==> src/hw/rtl/arp_pkg.sv <==
// Shared types, constants and codes for the ARP resolver.
package arp_pkg;

  localparam int MapEntries     = 16;
  localparam int HoldoffEntries = 16;
  localparam int PendingDepth   = 16;
  localparam int MapIdxW  = $clog2(MapEntries);
  localparam int HoldIdxW = $clog2(HoldoffEntries);
  localparam int PendIdxW = $clog2(PendingDepth);
  localparam int PendCntW = $clog2(PendingDepth + 1);
  localparam int MaxResults = 16;
  localparam int FlushCntW  = $clog2(MaxResults + 1);

  localparam logic [47:0] BcastMac = 48'hFFFF_FFFF_FFFF;

  localparam logic [1:0] OpSend = 2'd0;
  localparam logic [1:0] OpRecv = 2'd1;
  localparam logic [1:0] OpTick = 2'd2;

  localparam logic [1:0] FtArp  = 2'd0;
  localparam logic [1:0] FtIpv4 = 2'd1;

  localparam logic [15:0] OpcRequest = 16'd1;
  localparam logic [15:0] OpcReply   = 16'd2;

  localparam logic [1:0] KindFrame   = 2'd0;
  localparam logic [1:0] KindRequest = 2'd1;
  localparam logic [1:0] KindReply   = 2'd2;
  localparam logic [1:0] KindDeliver = 2'd3;

  localparam logic [1:0] CfgOwnMac   = 2'd0;
  localparam logic [1:0] CfgOwnIp    = 2'd1;
  localparam logic [1:0] CfgLifetime = 2'd2;
  localparam logic [1:0] CfgHoldoff  = 2'd3;

  // Commands from controller to datapath
  typedef struct packed {
    logic latch;       // capture input event
    logic tick;        // advance clock and age tables
    logic learn;       // learn sender mapping
    logic send_cur;    // run send logic on current ip/tag
    logic emit_reply;  // emit ARP reply
    logic emit_deliver;
    logic scan_step;   // process one pending entry in flush scan
    logic scan_init;
    logic pop_flush;   // load next flushed item into current ip/tag
    logic mark_last;   // last result of event follows
  } cmd_t;

  typedef struct packed {
    logic [1:0] op;
    logic       for_us;
    logic [1:0] ftype;
    logic       ok;
    logic       is_reply;
    logic       is_req_us;
    logic       scan_done;
    logic       flush_empty;
  } status_t;

endpackage

==> src/hw/rtl/arp_ctrl.sv <==
// Controller state machine for the ARP resolver.
module arp_ctrl import arp_pkg::*; (
  input  logic    clk_i,
  input  logic    rst_ni,
  input  logic    start_i,
  output logic    busy_o,
  input  status_t st_i,
  output cmd_t    cmd_o
);

  localparam logic [2:0] SIdle  = 3'd0;
  localparam logic [2:0] SDecode = 3'd1;
  localparam logic [2:0] SScan  = 3'd2;
  localparam logic [2:0] SFlush = 3'd3;

  logic [2:0] state_q, state_d;

  always_ff @(posedge clk_i or negedge rst_ni) begin
    if (!rst_ni) begin
      state_q <= SIdle;
    end else begin
      state_q <= state_d;
    end
  end

  assign busy_o = (state_q != SIdle);

  always_comb begin
    cmd_o   = '0;
    state_d = state_q;
    unique case (state_q)
      SIdle: begin
        if (start_i) begin
          cmd_o.latch = 1'b1;
          state_d = SDecode;
        end
      end
      SDecode: begin
        state_d = SIdle;
        priority if (st_i.op == OpSend) begin
          cmd_o.send_cur  = 1'b1;
          cmd_o.mark_last = 1'b1;
        end else if (st_i.op == OpTick) begin
          cmd_o.tick = 1'b1;
        end else if (st_i.op == OpRecv && st_i.for_us && st_i.ok) begin
          if (st_i.ftype == FtArp) begin
            cmd_o.learn = 1'b1;
            if (st_i.is_reply) begin
              cmd_o.scan_init = 1'b1;
              state_d = SScan;
            end else if (st_i.is_req_us) begin
              cmd_o.emit_reply = 1'b1;
              cmd_o.mark_last  = 1'b1;
            end
          end else if (st_i.ftype == FtIpv4) begin
            cmd_o.emit_deliver = 1'b1;
            cmd_o.mark_last    = 1'b1;
          end
        end else begin
          // drop unknown ops, frames that are not for us and frames that failed parsing
          state_d = SIdle;
        end
      end
      SScan: begin
        if (st_i.scan_done) begin
          if (st_i.flush_empty) begin
            state_d = SIdle;
          end else begin
            cmd_o.pop_flush = 1'b1;
            state_d = SFlush;
          end
        end else begin
          cmd_o.scan_step = 1'b1;
        end
      end
      SFlush: begin
        cmd_o.send_cur  = 1'b1;
        cmd_o.mark_last = st_i.flush_empty;
        if (st_i.flush_empty) begin
          state_d = SIdle;
        end else begin
          cmd_o.pop_flush = 1'b1;
        end
      end
      default: state_d = SIdle;
    endcase
  end

endmodule

==> config.mk <==
export PLATFORM = sky130hd
export DESIGN_NAME = arp_ctrl
export DESIGN_NICKNAME = d
export VERILOG_FILES = /design/src/hw/rtl/arp_pkg.sv /design/src/hw/rtl/arp_ctrl.sv
export SDC_FILE = /design/constraint.sdc
export NUM_CORES = 1
export LEC_CHECK = 0
export BUFFER_PORTS_ARGS = -buffer_cell sky130_fd_sc_hd__buf_2
export CAP_MARGIN = 40
export CORE_AREA = 10 10 47 49
export CTS_BUF_LIST = sky130_fd_sc_hd__clkbuf_4
export CTS_CLUSTER_DIAMETER = 40
export CTS_CLUSTER_SIZE = 16
export DETAILED_ROUTE_END_ITERATION = 10
export DIE_AREA = 0 0 57 59
export SKIP_LAST_GASP = 1
export SLEW_MARGIN = 10
export SYNTH_ARGS = -nofsm -noshare
export SYNTH_HDL_FRONTEND = slang
export SYNTH_SLANG_ARGS = --single-unit
export TNS_END_PERCENT = 20
==> constraint.sdc <==
create_clock -name clk_i -period 1.45 [get_ports clk_i]
set_input_delay 0.145 -clock clk_i [delete_from_list [all_inputs] [get_ports clk_i]]
set_output_delay 0.145 -clock clk_i [all_outputs]
set_load 0.05 [all_outputs]
# Yosys cells after proc, flatten, opt, wreduce, memory -nomap -nowiden
# Cells that the tools add are included.
# totals
regBits,3
inputBits,13
output_inout_bits,11
wordCells,62
# op_classes
n_eq_ne,9
n_mux,45
n_reduce_logical,7
# op_table
cell,count
1-bit two-way mux,26
2-bit two-way mux,10
3-bit two-way mux,5
3-bit one-hot mux with 4 select lines,1
"3-bit by 2-bit == test with 1-bit output, second input constant",2
"2-bit != test, second input constant",3
1-bit one-hot mux with 2 select lines,3
"2-bit by 1-bit == test with 1-bit output, second input constant",2
2-bit zero test,2
"3-bit by 1-bit == test with 1-bit output, second input constant",1
3-bit zero test,1
3-bit AND reduction,1
3-bit nonzero test,1
"2-bit == test, second input constant",1
1-bit logical AND,2

# Depth between registers and ports, before layout
# Gate-level depths: netlist of the first run.
# depth
word_depth,7
mapped_depth,3
depth_no_buf,3

# Worst setup path before layout of the first run
# OpenSTA, ideal clock, no wires.
# synth_path
path_kind,register to output
startpoint,reg state_q[1]
endpoint,out cmd_o[8] (netlist name)
arrival_ns,1.968
required_ns,1.305
slack_ns,-0.663
stages_incl_launch_ff,2
n_path_buf,0
path_cell_list,dfrtp_1 nor4bb_1
# synth_lines
element,line_no,text
start: declaration,arp_ctrl.sv:16,"logic [2:0] state_q, state_d;"
start signal: assignment,arp_ctrl.sv:20,state_q <= SIdle;
start signal: assignment,arp_ctrl.sv:22,state_q <= state_d;
end: declaration,arp_ctrl.sv:8,output cmd_t cmd_o

==> flow_metrics.tcl, run 1 <==
set metrics [dict create \
    setup_ws_ps -258 \
    crit_path_max_fanout 3 \
    per_cell_routed_wire_length_um 12.0 \
    clockRootBuffer "clkbuf_4" \
    drive_gt1_share_pct 73.7 \
    routed_wl_um 877 \
    antenna-diode-count 0 \
    holdCritPathClass "primary input to register" \
    numPlacedInstances 68 \
    critical_path.startpoint_type "register" \
    outcome "finished with violations" \
    grtUsageTotal_pct 5.66 \
    hold_path_end "state_q[1]" \
    count_of_nets_after_finishing 72 \
    post_drt_via_cell_ratio 4.30 \
    port_buffers 23 \
    fmaxAchievable_mhz 585 \
    synthTopCellsByArea "dfrtp_1, nor3b_4, and2_1" \
    dp_slack_ps -128 \
    synth_nets 38 \
    worst_skew_pair.late_latency_ps 220 \
    synth_edf_count 0 \
    cap_violations 0 \
    fp.coreArea_mm2 0.00140 \
    ys_warn_count 0 \
    post-synth-top-count-cell "nor2_1" \
    setup_repair_after_global_routing_missed_its_margin "true" \
    synth.cell_area_um2 214 \
    max_slew_violation_count 0 \
    crit_required_ps 1310 \
    failed_checks "negative setup slack" \
    r2r_end "state_q[1]" \
    postSynth.asyncResetShare_pct 100 \
    largest_reg_flops 2 \
    synthesis.area_per_instance_um2 8.56 \
    cellLeakagePower_nw 0.254 \
    pwr_density_cell_mw_per_mm2 608 \
    slew_at_the_pin_closest_to_its_max_slew_limit_ps 259 \
    io_pins 24 \
    worst_ep_arrival_time_ps 1560 \
    r2r-start "state_q[1]" \
    holdWs_ps 189 \
    flow.area_growth_from_synthesis_pct 116 \
    floorplan.die_area_mm2 0.00336 \
    synth.yosys.seq_area_share_pct 23.4 \
    grt_antenna_before_repair 0 \
    postSynth.topFlopCell "dfrtp_1" \
    cts.sinks 2 \
    yosys.area.top_type "dfrtp_1" \
    fin_util_pct 33.0 \
    pin_count_of_the_biggest_net_entering_global_routing 8 \
    ys_ff_latch 2 \
    via_count 314 \
    synth_cells 25 \
    worst-setup-path-type "register to output port" \
    reg_top3 "state_q (2)" \
    finClkSkew_ps 1.45 \
    drc 0 \
    max-slew-margin-rel_pct 82.8 \
    std_cell_rows 14 \
    netlist.area_leader.share_pct 23.4 \
    ant_nets 0 \
    vias_in_the_first_global_route 375 \
    final_cells 73 \
    finalSetupTns_ps -1350 \
    drt_first_iter_violations 4 \
    tritoncts_clock_tree "yes" \
    timing.reg2reg.worst_path_depth 5 \
    cts_buffers 3 \
    grt_overflow 0 \
    floorplan.initialDensity_pct 15.3 \
    min_delay_path_depth 2 \
    clk_pin_slew_worst_paths_ps 30 \
    die_width_um 57 \
    reg2reg_setup_slack_ps 30 \
    largest_vdd_supply_drop_mv 0.385 \
    cts-root-to-sink-buffers 2 \
    synth.cells.most_frequent "nor2_1, and2_1, dfrtp_1, or2_2" \
    min_period_ps 1710 \
    htree_levels 1 \
    max_flop_register "state_q" \
    setup_violations_final 6 \
    synth_cell_type_count 20 \
    firstDrtPassIters 3 \
    worstSetupEndpointType "output port" \
    timing.hold.worst.start "st_i[3]" \
    gp_congestion 0.673 \
    hold_violations 0 \
    layout_worst_path_cycle_share_pct 118 \
    floorplan.die.height_um 59 \
    grt_first_pass_wirelength_um 1550 \
]
power breakdown:
group          switching, mW  internal (mW)
Clock                 0.0320         0.0913
Combinational         0.0578         0.0407
Sequential           0.00113         0.0586
layout by cell type, fill, tap and decap left out, types with 2 or more instances in the layout:
| cell | instances |
|---|---|
| buf_2 | 20 |
| buf_4 | 6 |
| nor2_1 | 3 |
| clkbuf_4 | 3 |
| or2_2 | 2 |
| buf_8 | 2 |
| dfrtp_1 | 2 |
layer usage:
layer / up-vias / GRT usage [%] / part of all wire [%]
met2: 19 / 8.99 / 44
li1: 154 / - / -
met1: 141 / 6.29 / 50
met5: - / 0 / 0
met3: 0 / 2.36 / 6.3
met4: 0 / 3.02 / 0
timing repair:
action,4_1_cts,5_1_grt
buffers inserted,1,0
hold endpoints to repair,2,0
pin swaps,1,2
gates resized for setup,6,1
hold buffers,1,0
endpoints found under the setup margin,7,10
metrics by stage:
step	cell area [um2]	power, mW
finish	463	0.282
global route	463	0.309
CTS	459	0.290
detailed placement	400	0.156
global placement	400	0.155
floorplan	235	0.118
layout make-up:
| cell class | count | area, um2 |
|---|---|---|
| clock buffers | 3 | 22.5 |
| fillers | 168 | 938 |
| inverters | 1 | 3.75 |
| multi-input cells | 22 | 181 |
| flip-flops and latches | 2 | 50.0 |
| well taps | 16 | 20.0 |
| repair buffers | 29 | 185 |
how the worst max path moves through the flow:
stage,slack [ps],endpoint,startpoint
3_5_place_dp,-130,cmd_o[5],state_q[1]
6_report,-260,cmd_o[4],state_q[1]
5_1_grt,-350,cmd_o[0],state_q[1]
3_3_place_gp,-110,cmd_o[5],state_q[1]
2_1_floorplan,-440,cmd_o[5],state_q[1]
4_1_cts,-290,cmd_o[5],state_q[1]
critical path: stages, from the launching register on:
cell and delay, ps:
dfrtp_1 360, or3b_4 400, buf_4 150, nor3_2 140, buf_2 280
logic make-up after synthesis:
| family | after synthesis | share of synthesized area [%] |
|---|---|---|
| simple gates | 17 | 56.1 |
| buf+inv | 1 | 1.75 |
| compound gates | 5 | 18.7 |
| flops | 2 | 23.4 |
Note: power is estimated with default switching activity, not from simulation.
==> run 2, diff against run 1 <==
--- a/config.mk
+++ b/config.mk
@@ -14,4 +14,6 @@
 export DETAILED_ROUTE_END_ITERATION = 10
 export DIE_AREA = 0 0 57 59
+export MAX_ROUTING_LAYER = met4
+export SKIP_CTS_REPAIR_TIMING = 1
 export SKIP_LAST_GASP = 1
 export SLEW_MARGIN = 10
==> constraint.sdc (replaced) <==
create_clock -name clk_i -period 1.45 [get_ports clk_i]
set_input_delay 0.29 -clock clk_i [delete_from_list [all_inputs] [get_ports clk_i]]
set_output_delay 0.29 -clock clk_i [all_outputs]
set_load 0.05 [all_outputs]
==> flow_metrics.tcl, run 2 (synthesized netlist as in run 1, its figures left out) <==
set metrics [dict create \
    critical_path.startpoint_type "register" \
    fp.coreArea_mm2 0.00140 \
    crit_path_max_fanout 4 \
    max_slew_violation_count 0 \
    failed_checks "negative setup slack" \
    pin_count_of_the_biggest_net_entering_global_routing 8 \
    via_count 308 \
    cts-root-to-sink-buffers 2 \
    min_period_ps 1870 \
    firstDrtPassIters 1 \
    numPlacedInstances 70 \
    io_pins 24 \
    vias_in_the_first_global_route 341 \
    std_cell_rows 14 \
    worst_ep_arrival_time_ps 1580 \
    area_taken_by_flip_flops_and_latches_um2 50.0 \
    antenna-diode-count 0 \
    drt_first_iter_violations 0 \
    largest_reg_flops 2 \
    outcome "finished with violations" \
    clockRootBuffer "clkbuf_4" \
    final_common_cell "buf_2" \
    largest_vdd_supply_drop_mv 0.375 \
    ant_nets 0 \
    cts_buffers 3 \
    cts.sinks 2 \
    layout_worst_path_cycle_share_pct 129 \
    hold_violations 0 \
    final_design_area_no_fill_um2 465 \
    hpwl_reported_at_the_end_of_detailed_placement_um 764 \
    floorplan.die.height_um 59 \
    drc 0 \
    die_width_um 57 \
    cap_violations 0 \
    multiInputGateArea_um2 176 \
    slew_at_the_pin_closest_to_its_max_slew_limit_ps 258 \
    max-slew-margin-rel_pct 82.9 \
    gp_congestion 0.628 \
    cellLeakagePower_nw 0.257 \
    setup_ws_ps -418 \
    finClkSkew_ps 1.39 \
    worst-setup-path-type "register to output port" \
    drive_gt1_share_pct 72.4 \
    final_cells 74 \
    count_of_nets_after_finishing 73 \
    setup_violations_final 10 \
    grt_overflow 0 \
    flow.area_growth_from_synthesis_pct 118 \
    pwr_density_cell_mw_per_mm2 601 \
    port_buffers 23 \
    num-fill-cells 163 \
    htree_levels 1 \
    grt_antenna_before_repair 0 \
    routed_wl_um 852 \
    max_flop_register "state_q" \
    post_dp_cell_area_um2 410 \
    floorplan.initialDensity_pct 15.3 \
    post_drt_via_cell_ratio 4.16 \
    setup_repair_after_global_routing_missed_its_margin "true" \
    fmaxAchievable_mhz 535 \
    holdCritPathClass "primary input to async pin" \
    reg_top3 "state_q (2)" \
    tritoncts_clock_tree "yes" \
    grtUsageTotal_pct 5.33 \
    crit_required_ps 1160 \
    reg2reg_setup_slack_ps 80 \
    floorplan.die_area_mm2 0.00336 \
    finalSetupTns_ps -2610 \
    worstSetupEndpointType "output port" \
    worst_skew_pair.late_latency_ps 220 \
    per_cell_routed_wire_length_um 11.5 \
    clk_pin_slew_worst_paths_ps 30 \
    most-common-layout-cells "buf_2, buf_4, nor2_1, clkbuf_4" \
    grt_first_pass_wirelength_um 1440 \
]
-- run 2: area by class of cell --
class	count	area share (%)
Sequential cell	2	10.8
Multi-Input combinational cell	22	37.9
Clock buffer	3	4.84
Tap cell	16	4.30
Timing Repair Buffer	30	41.4
Inverter	1	0.806
-- run 2: path summary, 6_finish.rpt --
| check | startpoint | to | cells after the start |
|---|---|---|---|
| max | state_q[1] | cmd_o[5] | 4 |
| min in group clk_i | st_i[0] | state_q[1] | 3 |
| max reg2reg | state_q[1] | state_q[1] | 4 |
| min | rst_ni | state_q[1] | 2 |
| min reg2reg | state_q[1] | state_q[1] | 2 |
| max in group asynchronous | rst_ni | state_q[0] | 2 |
-- run 2: layer usage --
metal  share of wire, %  vias to the layer above  wire (um)  global-route usage (%)
li1                   -                      157          -                       -
met1                 42                      139        356                    5.47
met2                 52                       12        441                    9.30
met3                6.3                        0         54                    3.00
met4                  0                        0          0                       0
met5                  0                        -          0                       -
-- run 2: power by group --
group | leakage [nW] | switching (mW) | internal, mW
sequential | 0.0264 | 0.00113 | 0.0586
clock | 0.0138 | 0.0285 | 0.0911
combinational | 0.217 | 0.0571 | 0.0433
-- run 2: critical path: stages (launching register included) --
cell and delay, ps:
dfrtp_1 370, or3b_4 410, nor3b_4 250, and2b_4 190, buf_8 140
-- run 2: through the flow --
step	util, %	hold WS [ps]	power, mW	setup slack, ps
after floorplan	-	-5.59	0.118	-583
after global placement	29.3	75.1	0.158	-334
after detailed placement	29.3	77.9	0.159	-329
after CTS	30.9	-156	0.284	-505
after global routing	33.2	399	0.302	-485
final	33.2	382	0.280	-418
==> run 3, diff against run 2 <==
==> constraint.sdc (replaced) <==
create_clock -name clk_i -period 1.45 [get_ports clk_i]
set_input_delay 0.435 -clock clk_i [delete_from_list [all_inputs] [get_ports clk_i]]
set_output_delay 0.435 -clock clk_i [all_outputs]
set_load 0.05 [all_outputs]
==> flow_metrics.tcl, run 3 (synthesized netlist as in run 1, its figures left out) <==
set metrics [dict create \
    largest_vdd_supply_drop_mv 0.359 \
    vias_in_the_first_global_route 362 \
    r2r_end "state_q[1]" \
    floorplan.initialDensity_pct 15.3 \
    post_drt_via_cell_ratio 4.18 \
    grt_overflow 0 \
    pwr_density_cell_mw_per_mm2 585 \
    clockRootBuffer "clkbuf_4" \
    per_cell_routed_wire_length_um 11.4 \
    fp.coreArea_mm2 0.00140 \
    max_flop_register "state_q" \
    finClkSkew_ps 1.16 \
    cts.sinks 2 \
    via_count 318 \
    setup.worst_path.start "state_q[1]" \
    largest_reg_flops 2 \
    path_delay_family "simple AND/OR/NAND/NOR gates" \
    worstSetupEndpointType "output port" \
    crit_required_ps 1020 \
    clk_pin_slew_worst_paths_ps 30 \
    worst_ep_arrival_time_ps 1560 \
    cts-root-to-sink-buffers 2 \
    drt_first_iter_violations 0 \
    reg_top3 "state_q (2)" \
    std_cell_rows 14 \
    pin_count_of_the_biggest_net_entering_global_routing 8 \
    critical_path_depth 4 \
    floorplan.die.height_um 59 \
    r2r-start "state_q[1]" \
    holdWs_ps 538 \
    highest_cell_delay_on_the_worst_timing_path_ps 400 \
    min_period_ps 2000 \
    max-slew-margin-rel_pct 83.6 \
    slew_at_the_pin_closest_to_its_max_slew_limit_ps 246 \
    drc 0 \
    fin_util_pct 34.5 \
    max_slew_violation_count 0 \
    timing.critical_path.cells "or3b_4, nor3b_4, and2b_4, buf_8" \
    crit_path_max_fanout 4 \
    most-common-layout-cells "buf_2, buf_4, clkbuf_4, nor2_1" \
    cts_buffers 3 \
    reg2reg_setup_slack_ps 10 \
    holdCritPathClass "primary input to async pin" \
    ant_nets 0 \
    cellLeakagePower_nw 0.266 \
    die_width_um 57 \
    worst_skew_pair.late_latency_ps 220 \
    floorplan.die_area_mm2 0.00336 \
    grt_antenna_before_repair 0 \
    io_pins 24 \
    cap_violations 0 \
    setup_repair_after_global_routing_missed_its_margin "true" \
    hold_violations 0 \
    worstSetupEndpoint "cmd_o[5]" \
    fmaxAchievable_mhz 501 \
    setup_violations_final 11 \
    tritoncts_clock_tree "yes" \
    grt_first_pass_wirelength_um 1460 \
    firstDrtPassIters 1 \
    drive_gt1_share_pct 73.3 \
    antenna-diode-count 0 \
    grtUsageTotal_pct 5.64 \
    flow.area_growth_from_synthesis_pct 126 \
    path_buf_inv 1 \
    gp_congestion 0.621 \
    final_common_cell "buf_2" \
    dp_slack_ps -605 \
    worst-setup-path-type "register to output port" \
    timing.reg2reg.worst_path_depth 5 \
    htree_levels 1 \
    layout_worst_path_cycle_share_pct 138 \
    critical_path.startpoint_type "register" \
    slowest_stage "or3b_4" \
    failed_checks "negative setup slack" \
    port_buffers 23 \
    outcome "finished with violations" \
    setup_ws_ps -546 \
    count_of_nets_after_finishing 75 \
    routed_wl_um 866 \
]
==> run 3: changes by cell type in the layout (fill, tap and decap cells not counted) <==
cell,before,now
clkbuf_4,3,4
buf_2,20,19
buf_4,7,9
==> run 3: per-stage QoR <==
stage | TNS [ps] | cells | total power [mW] | instance area [um2]
after floorplan | -5140 | 25 | 0.118 | 230
after global placement | -3600 | 71 | 0.160 | 418
after detailed placement | -3600 | 71 | 0.161 | 418
after CTS | -4690 | 74 | 0.290 | 440
after global routing | -5070 | 76 | 0.304 | 483
final | -4190 | 76 | 0.282 | 483
==> run 3: area by class of cell <==
class,instances,area (um2)
tap,16,20.0
inverter,1,3.75
sequential,2,50.0
timing repair buffer,32,210
clock buffer,3,22.5
fill,169,918
multi-input combinational,22,176
==> run 3: worst register-to-register path, cell delays in order, from the launching register on <==
cell and delay [ps]:
dfrtp_1 370, or3b_4 400, nor3b_4 250, buf_4 140, buf_4 90, a22o_2 130
==> run 3: worst min path at each step <==
stage / to / slack (ps) / cells past startpoint
CTS: state_q[0] / -10 / 1
floorplan: state_q[0] / 140 / 0
finish: state_q[0] / 540 / 2
detailed placement: state_q[0] / 220 / 1
global placement: state_q[0] / 220 / 1
global route: state_q[1] / 550 / 2
==> run 3: where the power goes <==
| part | switching [mW] | internal (mW) | leakage [nW] |
|---|---|---|---|
| combinational | 0.0577 | 0.0453 | 0.226 |
| sequential | 0.000985 | 0.0586 | 0.0264 |
| clock | 0.0288 | 0.0910 | 0.0138 |
==> run 3: layer usage <==
metal	vias up	wire, um	track usage [%]	share of wire, %
li1	160	-	-	-
met1	146	337	4.88	39
met2	12	490	9.77	57
met3	0	39	1.72	4.5
met4	0	0	5.03	0
met5	-	0	-	0
